--- src/dfir_pkg.sv ---
// ============================================================================
// dfir_pkg
// Shared types, constants and the coefficient table of the decimating
// complex lowpass FIR filter.
// ============================================================================
package dfir_pkg;

    // Filter geometry
    localparam int TAPS          = 37;
    localparam int SAMPLE_BITS   = 16;
    localparam int COEF_BITS     = 18;
    localparam int PROD_BITS     = SAMPLE_BITS + COEF_BITS;
    localparam int ACC_BITS      = PROD_BITS + 2;
    localparam int TAP_IDX_BITS  = 6;

    // Decimation control
    localparam int FACTOR_BITS   = 7;
    localparam int PHASE_BITS    = 6;
    localparam logic [FACTOR_BITS-1:0] RESET_FACTOR = 7'd6;
    localparam logic [FACTOR_BITS-1:0] MAX_FACTOR   = 7'd64;
    localparam logic [FACTOR_BITS-1:0] MIN_FACTOR   = 7'd1;

    // One input word: a complex sample
    typedef struct packed {
        logic signed [SAMPLE_BITS-1:0] real_part;
        logic signed [SAMPLE_BITS-1:0] imag_part;
    } sample_t;

    // One output word: a filtered complex sample
    typedef struct packed {
        logic signed [SAMPLE_BITS-1:0] filtered_i;
        logic signed [SAMPLE_BITS-1:0] filtered_q;
    } result_t;

    // Commands from the controller to the datapath
    typedef struct packed {
        logic                    load;      // shift a new sample into the lines
        logic                    clear;     // zero the accumulators
        logic                    mac;       // multiply tap, rotate the lines
        logic [TAP_IDX_BITS-1:0] tap;       // coefficient index for mac
        logic                    load_out;  // round and capture the result
    } cmd_t;

    // Q1.17 lowpass coefficients, symmetric about tap 18
    function automatic logic signed [COEF_BITS-1:0] coef(input logic [TAP_IDX_BITS-1:0] idx);
        logic signed [COEF_BITS-1:0] c;
        unique case (idx)
            6'd0, 6'd36:  c = 18'sd0;
            6'd1, 6'd35:  c = 18'sd15;
            6'd2, 6'd34:  c = 18'sd59;
            6'd3, 6'd33:  c = 18'sd149;
            6'd4, 6'd32:  c = 18'sd307;
            6'd5, 6'd31:  c = 18'sd553;
            6'd6, 6'd30:  c = 18'sd908;
            6'd7, 6'd29:  c = 18'sd1386;
            6'd8, 6'd28:  c = 18'sd1994;
            6'd9, 6'd27:  c = 18'sd2728;
            6'd10, 6'd26: c = 18'sd3571;
            6'd11, 6'd25: c = 18'sd4494;
            6'd12, 6'd24: c = 18'sd5455;
            6'd13, 6'd23: c = 18'sd6405;
            6'd14, 6'd22: c = 18'sd7286;
            6'd15, 6'd21: c = 18'sd8044;
            6'd16, 6'd20: c = 18'sd8627;
            6'd17, 6'd19: c = 18'sd8994;
            6'd18:        c = 18'sd9120;
            default:      c = 18'sd0;
        endcase
        return c;
    endfunction

endpackage

--- src/dfir_datapath.sv ---
// ============================================================================
// dfir_datapath
// Delay lines, one multiply-accumulate unit per channel, rounding and
// saturation, and the output word register.
// ============================================================================
module dfir_datapath (
    input  logic              clk,
    input  logic              rst_n,
    input  dfir_pkg::cmd_t    cmd,
    input  dfir_pkg::sample_t sample,
    output dfir_pkg::result_t result
);

    localparam int SB = dfir_pkg::SAMPLE_BITS;
    localparam int AB = dfir_pkg::ACC_BITS;
    localparam int PB = dfir_pkg::PROD_BITS;
    localparam int RSH = dfir_pkg::COEF_BITS - 1;
    localparam int RB = AB - RSH;

    logic signed [SB-1:0] line_i_reg [dfir_pkg::TAPS];
    logic signed [SB-1:0] line_q_reg [dfir_pkg::TAPS];
    logic signed [PB-1:0] prod_i_reg, prod_q_reg;
    logic                 prod_vld_reg;
    logic signed [AB-1:0] acc_i_reg, acc_q_reg;
    dfir_pkg::result_t    result_reg;
    logic signed [dfir_pkg::COEF_BITS-1:0] coef_val;

    // Round half up to Q1.15 and saturate
    function automatic logic signed [SB-1:0] round_sat(input logic signed [AB-1:0] acc);
        logic signed [AB-1:0] biased;
        logic signed [RB-1:0] shifted;
        logic signed [RB-1:0] hi;
        logic signed [RB-1:0] lo;
        logic signed [SB-1:0] r;
        biased  = acc + (AB'(1) <<< (RSH - 1));
        shifted = RB'(biased >>> RSH);
        hi      = RB'((1 <<< (SB - 1)) - 1);
        lo      = -hi - RB'(1);
        if (shifted > hi)
            r = SB'(hi);
        else if (shifted < lo)
            r = SB'(lo);
        else
            r = SB'(shifted);
        return r;
    endfunction

    assign coef_val = dfir_pkg::coef(cmd.tap);

    // Shift a new sample in, or rotate the lines by one tap during a MAC pass
    always_ff @(posedge clk or negedge rst_n)
    begin
        if (!rst_n)
        begin
            for (int k = 0; k < dfir_pkg::TAPS; k++)
            begin
                line_i_reg[k] <= '0;
                line_q_reg[k] <= '0;
            end
        end
        else if (cmd.load)
        begin
            line_i_reg[0] <= sample.real_part;
            line_q_reg[0] <= sample.imag_part;
            for (int k = 1; k < dfir_pkg::TAPS; k++)
            begin
                line_i_reg[k] <= line_i_reg[k-1];
                line_q_reg[k] <= line_q_reg[k-1];
            end
        end
        else if (cmd.mac)
        begin
            line_i_reg[dfir_pkg::TAPS-1] <= line_i_reg[0];
            line_q_reg[dfir_pkg::TAPS-1] <= line_q_reg[0];
            for (int k = 0; k < dfir_pkg::TAPS - 1; k++)
            begin
                line_i_reg[k] <= line_i_reg[k+1];
                line_q_reg[k] <= line_q_reg[k+1];
            end
        end
    end

    // Track which cycles carry a fresh product
    always_ff @(posedge clk or negedge rst_n)
    begin
        if (!rst_n)
            prod_vld_reg <= 1'b0;
        else
            prod_vld_reg <= cmd.mac;
    end

    // Multiply the head tap by its coefficient
    always_ff @(posedge clk)
    begin
        if (cmd.mac)
        begin
            prod_i_reg <= PB'(line_i_reg[0] * coef_val);
            prod_q_reg <= PB'(line_q_reg[0] * coef_val);
        end
    end

    // Accumulate the registered products
    always_ff @(posedge clk)
    begin
        if (cmd.clear)
        begin
            acc_i_reg <= '0;
            acc_q_reg <= '0;
        end
        else if (prod_vld_reg)
        begin
            acc_i_reg <= acc_i_reg + AB'(prod_i_reg);
            acc_q_reg <= acc_q_reg + AB'(prod_q_reg);
        end
    end

    // Capture the rounded output word
    always_ff @(posedge clk)
    begin
        if (cmd.load_out)
        begin
            result_reg.filtered_i <= round_sat(acc_i_reg);
            result_reg.filtered_q <= round_sat(acc_q_reg);
        end
    end

    assign result = result_reg;

endmodule

--- src/dfir_ctrl.sv ---
// ============================================================================
// dfir_ctrl
// Controller: input and output handshakes, decimation phase, factor
// register and the sequencing of one MAC pass over the taps.
// ============================================================================
module dfir_ctrl (
    input  logic                                 clk,
    input  logic                                 rst_n,
    input  logic                                 in_valid,
    output logic                                 in_stall,
    output logic                                 out_valid,
    input  logic                                 out_stall,
    input  logic                                 cfg_wr_en,
    input  logic [dfir_pkg::FACTOR_BITS-1:0]     cfg_wr_data,
    output dfir_pkg::cmd_t                       cmd
);

    typedef enum logic [1:0] {
        ST_IDLE,
        ST_MAC,
        ST_FLUSH,
        ST_WRITE
    } state_t;

    localparam int FB = dfir_pkg::FACTOR_BITS;
    localparam int PHB = dfir_pkg::PHASE_BITS;
    localparam int TB = dfir_pkg::TAP_IDX_BITS;
    localparam logic [TB-1:0] LAST_TAP = TB'(dfir_pkg::TAPS - 1);

    state_t           state_reg, state_next;
    logic [TB-1:0]    tap_reg, tap_next;
    logic [PHB-1:0]   phase_reg, phase_next;
    logic [FB-1:0]    factor_reg, factor_next;
    logic             out_valid_reg, out_valid_next;

    logic [FB-1:0]    factor_eff;
    logic [FB-1:0]    phase_inc;
    logic             accept;
    logic             emit;
    logic             out_free;

    // Clamp the factor to the range the phase counter can reach
    always_comb
    begin
        if (factor_reg == '0)
            factor_eff = dfir_pkg::MIN_FACTOR;
        else if (factor_reg > dfir_pkg::MAX_FACTOR)
            factor_eff = dfir_pkg::MAX_FACTOR;
        else
            factor_eff = factor_reg;
    end

    assign in_stall  = (state_reg != ST_IDLE);
    assign accept    = in_valid && !in_stall;
    assign phase_inc = FB'(phase_reg) + FB'(1);
    assign emit      = (phase_inc >= factor_eff);
    assign out_free  = !out_valid_reg || !out_stall;
    assign out_valid = out_valid_reg;

    // Next state and datapath commands
    always_comb
    begin
        state_next     = state_reg;
        tap_next       = tap_reg;
        phase_next     = phase_reg;
        factor_next    = factor_reg;
        out_valid_next = out_valid_reg && out_stall;
        cmd            = '0;
        cmd.tap        = tap_reg;

        if (cfg_wr_en)
            factor_next = cfg_wr_data;

        unique case (state_reg)
            ST_IDLE:
            begin
                if (accept)
                begin
                    cmd.load = 1'b1;
                    if (emit)
                    begin
                        cmd.clear  = 1'b1;
                        phase_next = '0;
                        tap_next   = '0;
                        state_next = ST_MAC;
                    end
                    else
                        phase_next = phase_inc[PHB-1:0];
                end
            end
            ST_MAC:
            begin
                cmd.mac = 1'b1;
                if (tap_reg == LAST_TAP)
                    state_next = ST_FLUSH;
                else
                    tap_next = tap_reg + TB'(1);
            end
            ST_FLUSH:
            begin
                state_next = ST_WRITE;
            end
            ST_WRITE:
            begin
                if (out_free)
                begin
                    cmd.load_out   = 1'b1;
                    out_valid_next = 1'b1;
                    state_next     = ST_IDLE;
                end
            end
            default:
            begin
                state_next = ST_IDLE;
            end
        endcase
    end

    // Hold state and registered outputs
    always_ff @(posedge clk or negedge rst_n)
    begin
        if (!rst_n)
        begin
            state_reg     <= ST_IDLE;
            tap_reg       <= '0;
            phase_reg     <= '0;
            factor_reg    <= dfir_pkg::RESET_FACTOR;
            out_valid_reg <= 1'b0;
        end
        else
        begin
            state_reg     <= state_next;
            tap_reg       <= tap_next;
            phase_reg     <= phase_next;
            factor_reg    <= factor_next;
            out_valid_reg <= out_valid_next;
        end
    end

endmodule

--- src/decimating_iq_fir_lowpass.sv ---
// ============================================================================
// decimating_iq_fir_lowpass
// Decimating 37-tap complex lowpass FIR filter on Q1.15 I/Q samples.
// ============================================================================
// An accepted sample word is shifted into the I and Q delay lines. Every
// Nth word (N from the decimation register, 0 read as 1, above 64 read as
// 64) starts a filter pass: one multiply-accumulate unit per channel walks
// the 37 taps, one per cycle, by rotating the delay lines past a fixed head
// tap, so the input stalls after that word through the tap steps, the
// accumulate step for the last product and the round/saturate step, plus
// any wait for the output register to free up. A word that does not
// complete a decimation period is only shifted in and counted. The reset
// factor is 6. The result is rounded half up to Q1.15, saturated, and held
// in an output register, so new input words are accepted while a result
// waits downstream. Write the decimation factor only while the filter is
// idle.
// ============================================================================
module decimating_iq_fir_lowpass (
    input  logic                             clk,
    input  logic                             rst_n,
    input  logic                             in_valid,
    output logic                             in_stall,
    input  dfir_pkg::sample_t                in_data,
    output logic                             out_valid,
    input  logic                             out_stall,
    output dfir_pkg::result_t                out_data,
    input  logic                             cfg_wr_en,
    input  logic [dfir_pkg::FACTOR_BITS-1:0] cfg_wr_data
);

    dfir_pkg::cmd_t cmd;

    // Sequence handshakes and the MAC pass
    dfir_ctrl u_ctrl (
        .clk         (clk),
        .rst_n       (rst_n),
        .in_valid    (in_valid),
        .in_stall    (in_stall),
        .out_valid   (out_valid),
        .out_stall   (out_stall),
        .cfg_wr_en   (cfg_wr_en),
        .cfg_wr_data (cfg_wr_data),
        .cmd         (cmd)
    );

    // Delay lines, MAC units and output word
    dfir_datapath u_datapath (
        .clk    (clk),
        .rst_n  (rst_n),
        .cmd    (cmd),
        .sample (in_data),
        .result (out_data)
    );

endmodule
--- config.mk ---
export PLATFORM = sky130hd
export DESIGN_NAME = decimating_iq_fir_lowpass
export DESIGN_NICKNAME = d
export VERILOG_FILES = /design/src/dfir_pkg.sv /design/src/dfir_datapath.sv /design/src/dfir_ctrl.sv /design/src/decimating_iq_fir_lowpass.sv
export SDC_FILE = /design/constraint.sdc
export NUM_CORES = 2
export LEC_CHECK = 0
export ABC_AREA = 1
export BUFFER_PORTS_ARGS = -buffer_cell sky130_fd_sc_hd__clkbuf_2
export CORE_MARGIN = 4
export CORE_UTILIZATION = 45
export CTS_CLUSTER_SIZE = 10
export DETAILED_ROUTE_END_ITERATION = 8
export HOLD_SLACK_MARGIN = 0.03
export SYNTH_ARGS = -nofsm -noshare
export SYNTH_HDL_FRONTEND = slang
export SYNTH_SLANG_ARGS = --single-unit
export TNS_END_PERCENT = 5
--- constraint.sdc ---
create_clock -name clk -period 15.7 [get_ports clk]
set_clock_uncertainty 0.05 [all_clocks]
set_input_delay 2.355 -clock clk [delete_from_list [all_inputs] [get_ports clk]]
set_output_delay 2.355 -clock clk [all_outputs]
set_load 0.01 [all_outputs]
==> results_dict.tcl <==
set metrics [dict create \
    status "finished, final reports clean" \
    grt_pass1_vias 65200 \
    synth_area_um2 83210 \
    arrival_ns 8.69 \
    wl_per_cell_um 16.63 \
    initialDrtViolationCount 6002 \
    crit_path_end_kind "flop" \
    hold_buffers 0 \
    r2r_slack_ns 7.47 \
    areaGrowthSynthToFinish_pct 7.781 \
    hold_viol 0 \
    period_share_pct 52.40 \
    fmax_mhz 121.6 \
    postRouteAntennaNets 0 \
    r2r_start "u_ctrl.tap_reg[0]$_DFFE_PN0P_" \
    cp-start-kind "flop" \
    fp.dieArea_um2 191900 \
    r2r_end "u_datapath.prod_q_reg[25]$_DFFE_PP_" \
    worst_slack_ns 7.473 \
    maxCapViolations 0 \
    cts.path.max_buffers 3 \
    gp_congestion 0.8952 \
    gr-max-usage-layer "met2" \
    layout_common_cells "o21ai_0, inv_1, dfrtp_1" \
    drc_errors 0 \
    cts-root-buf "clkbuf_16" \
    yosysWarnings 0 \
    synth_cells 10340 \
    io_buffers 77 \
    grt_use_total_pct 21.76 \
    grt_pass1_wl_um 344900 \
    vias 67190 \
    yosysSeqAreaShare_pct 41.64 \
    grt_max_degree 322 \
    criticalPathCategory "reg -> reg" \
    gr-total-overflow 0 \
    die_x_um 438.0 \
    synth_edf_count 100 \
    slew_headroom_pct 14.02 \
    hp-class "reg -> reg" \
    hpwlAfterDp_um 137900 \
    clock-sinks 1379 \
    hold_slack_ns 0.4239 \
    synthArstFlopShare_pct 87.53 \
    maxSlewViolCount 0 \
    ff2ff_path_depth 27 \
    p_per_area_nw_per_um2 224.0 \
    final-seq-area_um2 34650 \
    synth_cell_types 51 \
    post_cts_buffers 0 \
    crit_end "u_datapath.prod_q_reg[25]$_DFFE_PP_" \
    crit_path_start "u_ctrl.tap_reg[0]$_DFFE_PN0P_" \
    place_ws_ns 7.547 \
    postRouteWirelength_um 208800 \
    insertion_delay_ns 0.81 \
    viasPerCell 5.351 \
    avgSynthCellArea_um2 8.051 \
    io_pins 78 \
    coreArea_um2 183500 \
    worstPathRequired_ns 16.16 \
    rsz0062_at_grt "no" \
    path_clk_slew_ns 0.06 \
    crit_fanout 20 \
    drtPass1Iterations 6 \
    vdd_drop_max_mv 0.1538 \
    synthFlopType "dfrtp_1" \
    tns_ns 0 \
    cts_buffers 163 \
    start_util_pct 45.36 \
    grtUsageMet1_pct 32.12 \
    final_layout_size_suffix_gt1_share_pct 3.766 \
    post_dp_cell_area_um2 84920 \
    postLayoutCellArea_um2 89690 \
    post_cts_resized 0 \
    fin_nets 10750 \
    rows 157 \
    die_y_um 438.0 \
    fill_cells 17810 \
    cts_htree_levels 4 \
    synth_nets 11060 \
    cts_tree "done" \
    final_common_cell "o21ai_0" \
    multi_input_area_um2 38770 \
    use_met3_pct 3.784 \
    antenna_found_initial 18 \
    power_mw 20.09 \
    worstMarginPinSlew_ns 1.290 \
    synth_seq_cells 1379 \
    setup_viol 0 \
    total_leakage_power_nw 42.75 \
    use_met2_pct 33.26 \
    min_period_ns 8.227 \
]
[kinds of logic (layout without fill, tap and decap cells)]
| group | after synthesis | after routing | share of synthesized area [%] |
|---|---|---|---|
| xor+xnor | 119 | 119 | 1.252 |
| simple gates | 1553 | 1553 | 7.542 |
| buf+inv | 2593 | 2347 | 11.81 |
| flops | 1379 | 1379 | 41.64 |
| fa+ha+maj | 684 | 684 | 13.30 |
| compound gates | 4004 | 4004 | 24.40 |
| other cells | 0 | 2 | 0 |
| mux | 4 | 4 | 0.05412 |
[report_power, final]
part / switching (mW) / internal, mW / leakage (nW)
Clock: 1.51 / 1.98 / 2.30
Sequential: 1.13 / 5.64 / 15.9
Combinational: 6.61 / 3.22 / 24.6
Total: 9.25 / 10.8 / 42.8
[how the worst min path moves through the flow]
stage / start / endpoint / slack [ns] / cells after the start
2_1_floorplan: u_datapath.acc_i_reg[0]$_SDFFE_PP0P_ / u_datapath.acc_i_reg[0]$_SDFFE_PP0P_ / 0.40 / 2
3_3_place_gp: u_datapath.acc_q_reg[0]$_SDFFE_PP0P_ / u_datapath.acc_q_reg[0]$_SDFFE_PP0P_ / 0.40 / 2
3_5_place_dp: u_datapath.acc_q_reg[0]$_SDFFE_PP0P_ / u_datapath.acc_q_reg[0]$_SDFFE_PP0P_ / 0.42 / 2
4_1_cts: u_datapath.acc_q_reg[0]$_SDFFE_PP0P_ / u_datapath.acc_q_reg[0]$_SDFFE_PP0P_ / 0.43 / 2
5_1_grt: u_datapath.acc_q_reg[0]$_SDFFE_PP0P_ / u_datapath.acc_q_reg[0]$_SDFFE_PP0P_ / 0.44 / 2
6_report: u_datapath.acc_q_reg[0]$_SDFFE_PP0P_ / u_datapath.acc_q_reg[0]$_SDFFE_PP0P_ / 0.42 / 2
[Yosys cell counts, types with 4 or more instances]
cell / n / share of area [%]
nand2_2: 8 / 0.060
o21bai_1: 18 / 0.16
clkbuf_1: 568 / 2.6
ha_1: 350 / 5.3
xnor2_1: 23 / 0.24
clkinv_1: 12 / 0.054
fa_1: 334 / 8.0
o211ai_1: 12 / 0.11
nand2_1: 818 / 3.7
dfrtp_1: 1205 / 36
o221ai_1: 7 / 0.074
nand3_1: 136 / 0.82
nor3_1: 28 / 0.17
o21ai_0: 3694 / 22
a21oi_1: 214 / 1.3
inv_2: 13 / 0.059
xor2_1: 96 / 1.0
dfxtp_1: 72 / 1.7
a211oi_1: 5 / 0.045
buf_6: 4 / 0.054
buf_2: 43 / 0.26
inv_1: 1947 / 8.8
a21boi_0: 7 / 0.063
a21o_1: 9 / 0.081
nor2_2: 5 / 0.038
edfxtp_1: 100 / 3.6
o21a_1: 17 / 0.15
nor4_1: 14 / 0.11
mux2_2: 4 / 0.054
a31oi_1: 4 / 0.030
nor2_1: 500 / 2.3
nand4_1: 31 / 0.23
[cell type report]
cell class                      count  area share [%]
Sequential cell                  1379           38.64
Timing Repair Buffer              137           1.116
Multi-Input combinational cell   6364           43.23
Inverter                         1972           8.261
Clock buffer                      214           4.817
Tap cell                         2464           3.437
Antenna cell                        2        0.005580
Clock inverter                     24          0.4952
[metrics by stage]
step | std cells | util [%]
after CTS | 12550 | 48.88
final | 12560 | 48.88
after detailed placement | 12320 | 46.28
after global placement | 12320 | 46.28
after floorplan | 10340 | -
after global routing | 12560 | 48.88
[metal layers]
metal	up-vias	share of wire (%)
met4	0	2.2
met2	1379	44
met1	32650	48
met3	268	5.3
met5	-	0
li1	32890	-
[critical path, stage by stage (launching register included)]
cell	delay [ns]
dfrtp_1	0.52
inv_1	0.26
ha_1	0.30
inv_1	0.11
nand2_1	0.10
o21ai_0	0.20
inv_1	0.08
o21ai_0	0.10
nand3_1	0.77
inv_1	0.21
buf_4	0.34
nand2_1	0.14
fa_1	0.59
fa_1	0.45
fa_1	0.52
inv_1	0.05
fa_1	0.44
fa_1	0.57
inv_1	0.07
fa_1	0.47
inv_1	0.04
ha_1	0.34
nand2_1	0.11
nor2_1	0.15
nand2_1	0.06
o21ai_0	0.52
a21oi_1	0.17
xor2_1	0.18
Power figures use the tool's default switching activity.
